[src/hdl/csp_pkg.sv]
// Shared types, constants and helper functions of the circle segment push-out block.
package csp_pkg;

   localparam int MAX_WALLS_DEFAULT = 64;

   localparam int CSR_INDEX_W = 2;
   localparam int CSR_DATA_W = 31;
   localparam logic [CSR_INDEX_W-1:0] CSR_RADIUS = 2'd0;
   localparam logic [CSR_INDEX_W-1:0] CSR_WALL_COUNT = 2'd1;

   localparam logic FUNC_WRITE = 1'b0;
   localparam logic FUNC_RESOLVE = 1'b1;

   localparam int ITER_STEPS = 34;
   localparam int NUM_W = 100;
   localparam int DEN_W = 66;

   typedef enum logic {
      ITER_DIV,
      ITER_SQRT
   } iter_mode_type;

   typedef struct packed {
      logic          start;
      iter_mode_type mode;
   } iter_ctl_type;

   typedef struct packed {
      logic busy;
      logic done;
   } iter_sts_type;

   typedef struct packed {
      logic               func;
      logic [5:0]         wall_slot;
      logic signed [31:0] start_x;
      logic signed [31:0] start_y;
      logic signed [31:0] end_x;
      logic signed [31:0] end_y;
      logic               solid;
      logic signed [31:0] target_x;
      logic signed [31:0] target_y;
   } req_type;

   typedef struct packed {
      logic signed [31:0] resolved_x;
      logic signed [31:0] resolved_y;
      logic               hit;
   } rsp_type;

   typedef struct packed {
      logic signed [31:0] ax;
      logic signed [31:0] ay;
      logic signed [31:0] bx;
      logic signed [31:0] by;
      logic               solid;
   } wall_type;

   function automatic logic [33:0] mag34(logic signed [33:0] v);
      logic [33:0] r;
      r = v[33] ? 34'(-v) : 34'(v);
      return r;
   endfunction

   function automatic logic signed [31:0] sat32(logic signed [34:0] v);
      logic signed [31:0] r;
      if (v > 35'sd2147483647) begin
         r = 32'sh7fffffff;
      end else if (v < -35'sd2147483648) begin
         r = 32'sh80000000;
      end else begin
         r = v[31:0];
      end
      return r;
   endfunction

endpackage

[src/hdl/csp_iter.sv]
// Shared iterative unit: restoring division or integer square root, one step per cycle.
module csp_iter (
   input  logic                        clock,
   input  logic                        reset,
   input  csp_pkg::iter_ctl_type       ctl,
   input  logic [csp_pkg::NUM_W-1:0]   num,
   input  logic [csp_pkg::DEN_W-1:0]   den,
   output csp_pkg::iter_sts_type       sts,
   output logic [33:0]                 result
);

   logic                          busy_ff;
   logic                          done_ff;
   logic [5:0]                    cnt_ff;
   csp_pkg::iter_mode_type        mode_ff;
   logic [65:0]                   rem_ff;
   logic [67:0]                   sh_ff;
   logic [33:0]                   q_ff;
   logic [65:0]                   den_ff;

   logic [66:0] div_t;
   logic        div_ge;
   logic [37:0] sq_t;
   logic [37:0] sq_trial;
   logic        sq_ge;

   assign div_t = {rem_ff, sh_ff[67]};
   assign div_ge = div_t >= {1'b0, den_ff};
   assign sq_t = {rem_ff[35:0], sh_ff[67:66]};
   assign sq_trial = {2'b00, q_ff, 2'b01};
   assign sq_ge = sq_t >= sq_trial;

   always_ff @(posedge clock) begin
      if (reset) begin
         busy_ff <= 1'b0;
         done_ff <= 1'b0;
         cnt_ff <= '0;
      end else begin
         done_ff <= 1'b0;
         if (ctl.start) begin
            busy_ff <= 1'b1;
            cnt_ff <= 6'(csp_pkg::ITER_STEPS - 1);
            mode_ff <= ctl.mode;
            q_ff <= '0;
            den_ff <= den;
            if (ctl.mode == csp_pkg::ITER_DIV) begin
               rem_ff <= num[99:34];
               sh_ff <= {num[33:0], 34'd0};
            end else begin
               rem_ff <= '0;
               sh_ff <= num[67:0];
            end
         end else if (busy_ff) begin
            if (mode_ff == csp_pkg::ITER_DIV) begin
               rem_ff <= div_ge ? 66'(div_t - {1'b0, den_ff}) : div_t[65:0];
               q_ff <= {q_ff[32:0], div_ge};
               sh_ff <= {sh_ff[66:0], 1'b0};
            end else begin
               rem_ff <= sq_ge ? 66'(sq_t - sq_trial) : 66'(sq_t);
               q_ff <= {q_ff[32:0], sq_ge};
               sh_ff <= {sh_ff[65:0], 2'b00};
            end
            if (cnt_ff == '0) begin
               busy_ff <= 1'b0;
               done_ff <= 1'b1;
            end else begin
               cnt_ff <= cnt_ff - 6'd1;
            end
         end
      end
   end

   assign sts.busy = busy_ff;
   assign sts.done = done_ff;
   assign result = q_ff;

endmodule
[config.mk]
export PLATFORM = sky130hd
export DESIGN_NAME = csp_iter
export DESIGN_NICKNAME = d
export VERILOG_FILES = /design/src/hdl/csp_pkg.sv /design/src/hdl/csp_iter.sv
export SDC_FILE = /design/constraint.sdc
export NUM_CORES = 1
export LEC_CHECK = 0
export ABC_AREA = 1
export BUFFER_PORTS_ARGS = -buffer_cell sky130_fd_sc_hd__buf_2
export CORE_MARGIN = 2
export CORE_UTILIZATION = 50
export CTS_BUF_LIST = sky130_fd_sc_hd__clkbuf_16
export DETAILED_ROUTE_END_ITERATION = 8
export GPL_TIMING_DRIVEN = 0
export PLACE_DENSITY = 0.67
export SETUP_SLACK_MARGIN = 0.1
export SLEW_MARGIN = 40
export SYNTH_ARGS = -nofsm -noshare
export SYNTH_HDL_FRONTEND = slang
export SYNTH_SLANG_ARGS = --single-unit
[constraint.sdc]
create_clock -name clock -period 14.95 [get_ports clock]
set_clock_uncertainty 0.2 [all_clocks]
set_input_delay 2.99 -clock clock [delete_from_list [all_inputs] [get_ports clock]]
set_output_delay 2.99 -clock clock [all_outputs]
set_load 0.005 [all_outputs]
==> summary.md, run 1 <==
| Metric | Value |
|---|---|
| Mapped cell area | 0.0195 mm2 |
| Largest family of logic cells by synthesized area | simple AND/OR/NAND/NOR gates |
| Hold_buf cts | 0 |
| Post-synthesis async set-or-reset flop share | 0% |
| CP endpoint kind | register |
| Final period utilization | 34.5% |
| Crit path required time | 15210 ps |
| Port buffer count | 205 |
| Sequential area share after synthesis | 37.0% |
| Adder-Cell Fraction of Synth Area | 6.78% |
| WL final | 75600 um |
| Initial antenna violation count | 2 |
| Vias post-DR | 20238 |
| Leak | 10.7 nW |
| R2R Path End | rem_ff[47] |
| Max Cap Viol | 0 |
| Count leader, synth | nand2_1 |
| Initial Util | 50.6% |
| Drt pass-1 iters | 6 |
| DRT antenna net count | 0 |
| Fin. max-slew vios | 0 |
| RSZ-0062 raised after global routing | no |
| Flops & latches, synth | 243 |
| Reg2reg start | rem_ff[34] |
| CP max FO | 10 |
| Critical path cell sequence | buf_2 -> nor2_1 -> clkbuf_2 -> clkbuf_1 -> o211ai_1 -> nand3_1 |
| PwrDens | 107 mW/mm2 |
| Yosys top cell area share | 36.2% |
| Worst VDD drop | 0.0000918 V |
| Initial DRC count | 2419 |
| Area fraction in compound gates after synthesis | 13.9% |
| Post-synth top area cell | edfxtp_1 |
| Setup TNS | 0 ps |
| TritonCTS clock tree | built |
| Main area contributors after synthesis | edfxtp_1, nand2_1, inv_1, ha_1, nor2_1 |
| Fin Hold WS | 302 ps |
| Hold Fails Final Rpt | 0 |
| Vias in the first global route | 19102 |
| Most frequent cells after synthesis | nand2_1, inv_1, nor2_1 |
| Crit path largest cell delay | 710 ps |
| Total GRT Usage | 36.4% |
| P&R area growth vs syn | 14.1% |
| Ys flop type | edfxtp_1 |
| CP delay by family, top | buffers and inverters |
| Hold WC Path Type | register to register |
| Clock tree sinks | 243 |
| DIE AREA | 0.0406 mm2 |
| Min Clock Period, post-route | 5160 ps |
| Max clock buf depth | 3 |
| Crit path max-delay cell type | clkbuf_1 |
| Hold path depth | 2 |
| Clock transition at the registers of the reported paths | 60 ps |
| Core Rows | 72 |
| Pin count of the biggest net entering global routing | 23 |
| CTS root buf | clkbuf_16 |
| Ys Warns | 0 |
| Post-synthesis mux area share | 0% |
| Placed inst area | 0.0214 mm2 |
| Horiz. Die Dim | 201 um |
| Crit path DAT | 5420 ps |
| CP startpoint | ctl[1] |
| Peak Freq | 194 MHz |
| Finished Core Util | 57.7% |
| Final nets | 3272 |
| Number of gates resized after cts | 0 |
| Post-synth EDFFs | 235 |
| ANT cells | 0 |
| Measured slew at the worst slew-check pin | 1000 ps |
| Synth unique cells | 55 |
| Hold Crit Start | cnt_ff[3] |
| Setup Fix Bufs, Post-CTS | 0 |
| Gpl congestion | 1.01 |
| GRT overflow | 0 |
| Syn nets | 3024 |
| Total Power | 2.37 mW |
| # DRC | 0 |
| R2R cell count | 14 |
| Cells after synthesis | 2749 |
| Worst-Skew Late Latency | 600 ps |
| Filler instances | 3774 |
| Post-synthesis xor/xnor area fraction | 2.29% |
| Routed WL per cell | 21.4 um |
| Element type at the critical path start | input port |
| HPWL after DPL | 62300 um |
| Critical path type | input port to register |
| H-tree depth | 1 |
| Setup violations, final | 0 |
| Core area | 0.0386 mm2 |
| I/O pins | 206 |
| First-pass GRT wire length | 112000 um |
| CTS Buf Count | 27 |
| WHS Endpoint | cnt_ff[3] |
| Die H | 201 um |
| Layout cells sized above 1 | 11.4% |
| Vias per Instance | 5.73 |
| Slew HR | 32.5% |
| Post-Synth Simple-Gate Area | 29.8% |
| R2R Setup Slk | 11090 ps |
| Status | finished clean |
| CP Buf/Inv Count | 3 |
| Post-route cell area | 0.0222 mm2 |
| Synth Area per Inst | 7.09 um2 |
==> worst register-to-register path, stage by stage, from the launching register on <==
cell,delay (ps)
edfxtp_1,590
ha_1,470
nand2_1,110
nor2_1,220
nand2_1,150
nor2_1,410
nand2_1,190
o21bai_2,220
nor2_4,120
nand2_8,120
buf_12,170
buf_6,240
nand3_1,100
o211ai_1,180
nand2_1,90
==> flip-flops by register name, indices dropped and copies added, names as in the netlist <==
signal	cells
busy_ff	1
mode_ff	1
rem_ff	66
cnt_ff	6
sh_ff	68
result	34
done_ff	1
den_ff	66
==> metrics by stage <==
stage,setup slack (ps),cells
finish,9790,3533
global route,9780,3533
CTS,9880,3532
detailed placement,9280,3485
global placement,-1690,3472
floorplan,2650,2749
==> cell families (layout without fill, tap and decap cells) <==
logic type,count (synthesis),after routing
AO/OA/AOI/OAI,438,438
XOR/XNOR,51,51
adder cells (fa/ha/maj),105,105
buffers and inverters,500,766
flip-flops,243,243
AND/OR/NAND/NOR,1412,1412
==> per-layer routing <==
layer / GRT usage [%] / wire (um) / vias up
li1: - / - / 9526
met1: 53.3 / 32700 / 9422
met2: 53.5 / 31200 / 1172
met3: 8.92 / 9650 / 116
met4: 9.77 / 2040 / 2
met5: 0 / 33 / -
==> power by group <==
| part | total [mW] | internal [mW] | switching, mW | leakage (nW) |
|---|---|---|---|---|
| sequential | 0.861 | 0.820 | 0.0410 | 2.33 |
| combinational | 0.865 | 0.278 | 0.587 | 7.93 |
| clock | 0.648 | 0.360 | 0.288 | 0.440 |
| total | 2.37 | 1.46 | 0.916 | 10.7 |
==> how the worst max path moves through the flow <==
stage	to	slack, ps	cells after the start
after floorplan	rem_ff[0]	2650	3
after global placement	result[29]	-1690	4
after detailed placement	rem_ff[35]	9280	6
after CTS	rem_ff[7]	9880	6
after global routing	rem_ff[35]	9780	6
final	rem_ff[35]	9790	6
==> layout by cell type (no fill, tap or decap), types with 5 or more instances in the layout <==
| cell | count |
|---|---|
| nand2_1 | 877 |
| inv_1 | 436 |
| nor2_1 | 278 |
| edfxtp_1 | 235 |
| buf_2 | 213 |
| nand3_1 | 158 |
| a21oi_1 | 155 |
| ha_1 | 104 |
| o21ai_0 | 79 |
| a22oi_1 | 47 |
| xnor2_1 | 38 |
| clkbuf_1 | 34 |
| o21ai_1 | 32 |
| o221ai_1 | 31 |
| clkbuf_16 | 27 |
| nand4_1 | 26 |
| o21bai_1 | 19 |
| nor3_1 | 18 |
| o211ai_1 | 17 |
| o21a_1 | 14 |
| nand2_2 | 14 |
| xor2_1 | 13 |
| buf_8 | 12 |
| nor2_2 | 11 |
| o211ai_2 | 10 |
| buf_4 | 9 |
| buf_6 | 8 |
| dfxtp_1 | 8 |
| a21o_1 | 7 |
| nand3b_1 | 7 |
| a31oi_1 | 6 |
| inv_2 | 6 |
| clkbuf_2 | 6 |
| clkinv_1 | 5 |
| a21boi_0 | 5 |
==> final cells by class <==
type	instances	area, um2	share of cell area, %
well taps	518	648	2.91
flip-flops and latches	243	7220	32.4
clock buffers	27	676	3.04
clock inverters	20	149	0.669
inverters	432	1620	7.29
plain buffers	68	375	1.69
multi-input cells	2006	10300	46.4
repair buffers	219	1240	5.60
(Power assumes the default switching activity.)
==> inputs of run 2 (changes only) <==
Settings changed: PLACE_DENSITY 0.67 to 0.69.
Clock period 14.95 ns to 4.6 ns, I/O delays scaled along.
==> summary.md, run 2 (synthesis gave the netlist of run 1 again) <==
| Metric | Value |
|---|---|
| Status | finished clean (unchanged) |
| Biggest register | sh_ff (unchanged) |
| Peak Freq | 263 MHz |
| Initial Util | 50.6% (unchanged) |
| P&R area growth vs syn | 15.5% (was 14.1%) |
| RSZ-0062 raised after global routing | no (unchanged) |
| Worst-Skew Late Latency | 600 ps (about the same) |
| Measured slew at the worst slew-check pin | 903 ps (was 1000 ps) |
| Most common cell after layout, fill and taps aside | nand2_1 (unchanged) |
| CP endpoint kind | register (unchanged) |
| Clock tree sinks | 243 (unchanged) |
| WL final | 74600 um (was 75600 um) |
| Setup TNS | 0 ps (unchanged) |
| Leak | 10.8 nW (was 10.7 nW) |
| Layout cells sized above 1 | 11.8% (was 11.4%) |
| Max Cap Viol | 0 (unchanged) |
| Fin Hold WS | 286 ps (was 302 ps) |
| R2R Path End | rem_ff[50] (was rem_ff[47]) |
| DIE AREA | 0.0406 mm2 (unchanged) |
| ANT cells | 0 (unchanged) |
| Filler instances | 3795 (was 3774) |
| GRT overflow | 0 (unchanged) |
| Routed WL per cell | 21.1 um (was 21.4 um) |
| TritonCTS clock tree | built (unchanged) |
| Core Rows | 72 (unchanged) |
| Seq. cell area | 0.00722 mm2 (unchanged) |
| WHS Endpoint | cnt_ff[3] (unchanged) |
| CTS root buf | clkbuf_16 (unchanged) |
| Hold_buf cts | 0 (unchanged) |
| Drt pass-1 iters | 6 (unchanged) |
| DRT antenna net count | 0 (unchanged) |
| Worst VDD drop | 0.000325 V (was 0.0000918 V) |
| Total GRT Usage | 36.0% (was 36.4%) |
| H-tree depth | 1 (unchanged) |
| Commonest cells after routing, fill and taps aside | nand2_1, inv_1, nor2_1 (unchanged) |
| Slew HR | 39.8% (was 32.5%) |
| Vias in the first global route | 18957 (was 19102) |
| Hold WC Path Type | register to register (unchanged) |
| Max reg flops | 68 (unchanged) |
| R2R Setup Slk | 800 ps (was 11090 ps) |
| Crit path DAT | 3920 ps (was 5420 ps) |
| Hold Fails Final Rpt | 0 (unchanged) |
| Initial DRC count | 2341 (was 2419) |
| Max clock buf depth | 3 (unchanged) |
| Most frequent CP cell | nand2_1 |
| # DRC | 0 (unchanged) |
| Port buffer count | 205 (unchanged) |
| Vias per Instance | 5.64 (was 5.73) |
| Fin. max-slew vios | 0 (unchanged) |
| Clock transition at the registers of the reported paths | 60 ps (about the same) |
| Core area | 0.0386 mm2 (unchanged) |
| Final period utilization | 82.5% |
| CP max FO | 10 (unchanged) |
| Critical path cell sequence | inv_1 -> ha_1 -> a21oi_1 -> o21ai_0 -> nand2_1 -> nand2_1 -> a21oi_1 -> nand3_2 -> nand2_4 -> nand2_8 -> nand2_2 -> buf_2 -> nand2_1 -> o21ai_1 -> nand2_1 (was buf_2 -> nor2_1 -> clkbuf_2 -> clkbuf_1 -> o211ai_1 -> nand3_1) |
| Final nets | 3274 (was 3272) |
| I/O pins | 206 (unchanged) |
| R2R cell count | 15 (was 14) |
| Critical path type | register to register (was input port to register) |
| Crit path largest cell delay | 360 ps (was 710 ps) |
| PwrDens | 359 mW/mm2 (was 107 mW/mm2) |
| Crit path required time | 4730 ps (was 15210 ps) |
| Gpl congestion | 1.07 (was 1.01) |
| Element type at the critical path start | register (was input port) |
| Biggest regs | sh_ff (68), den_ff (66), rem_ff (66) (unchanged) |
| Total Power | 8.09 mW (was 2.37 mW) |
| Multi-input gate area | 0.0103 mm2 (unchanged) |
| Initial antenna violation count | 1 (was 2) |
| CTS Buf Count | 29 (was 27) |
| Reg2reg start | den_ff[46] (was rem_ff[34]) |
| First-pass GRT wire length | 110000 um (was 112000 um) |
| Vias post-DR | 19972 (was 20238) |
| Crit path max-delay cell type | edfxtp_1 (was clkbuf_1) |
| Min Clock Period, post-route | 3800 ps |
| Hold path depth | 2 (unchanged) |
| Hold Crit Start | cnt_ff[3] (unchanged) |
| HPWL after DPL | 61300 um (was 62300 um) |
| Setup violations, final | 0 (unchanged) |
| Pin count of the biggest net entering global routing | 23 (unchanged) |
| Number of gates resized after cts | 0 (unchanged) |
| Die H | 201 um (unchanged) |
| Horiz. Die Dim | 201 um (unchanged) |
| Setup Fix Bufs, Post-CTS | 0 (unchanged) |
[run 2: worst max-delay path: cells and delay by family, from the launching register on]
family	cells	cell delay (ps)
buffers and inverters	2	540
flip-flops	1	360
adder cells (fa/ha/maj)	1	320
AND/OR/NAND/NOR	8	1250
AO/OA/AOI/OAI	4	840
[run 2: routing by layer]
layer	up-vias	share of wire (%)	GRT usage (%)
li1	9541	-	-
met1	9216	43	51.1
met2	1037	40	51.7
met3	174	13	11.0
met4	4	4.0	12.6
met5	-	0.032	0
[run 2: worst max-delay path by stage]
stage	depth (start not counted)	start	endpoint
final	15	den_ff[46]	rem_ff[50]
after global routing	16	rem_ff[16]	rem_ff[50]
after CTS	16	rem_ff[16]	rem_ff[50]
after detailed placement	6	ctl[1]	rem_ff[7]
after global placement	4	ctl[1]	result[28]
after floorplan	3	ctl[1]	rem_ff[0]
[run 2: report_power, final]
part / total (mW) / internal, mW / switching, mW
logic: 2.80 / 0.914 / 1.88
registers: 2.80 / 2.67 / 0.137
clock network: 2.49 / 1.49 / 1.00
total: 8.09 / 5.07 / 3.02
[run 2: through the flow]
step	cell area (um2)	std cells	worst slack [ps]	utilization, %
floorplan	19500	2749	48.8	-
global placement	21200	3472	-1570	55.0
detailed placement	21500	3486	960	55.8
CTS	22500	3540	947	58.4
global route	22500	3540	670	58.4
finish	22500	3540	803	58.4
[run 2: cell type report]
type                            instances  area share (%)
Buffer                                 68            1.70
Clock buffer                           29            3.22
Clock inverter                         25            1.28
Inverter                              432            7.23
Multi-Input combinational cell       2006            45.8
Sequential cell                       243            32.0
Tap cell                              518            2.88
Timing Repair Buffer                  219            5.88
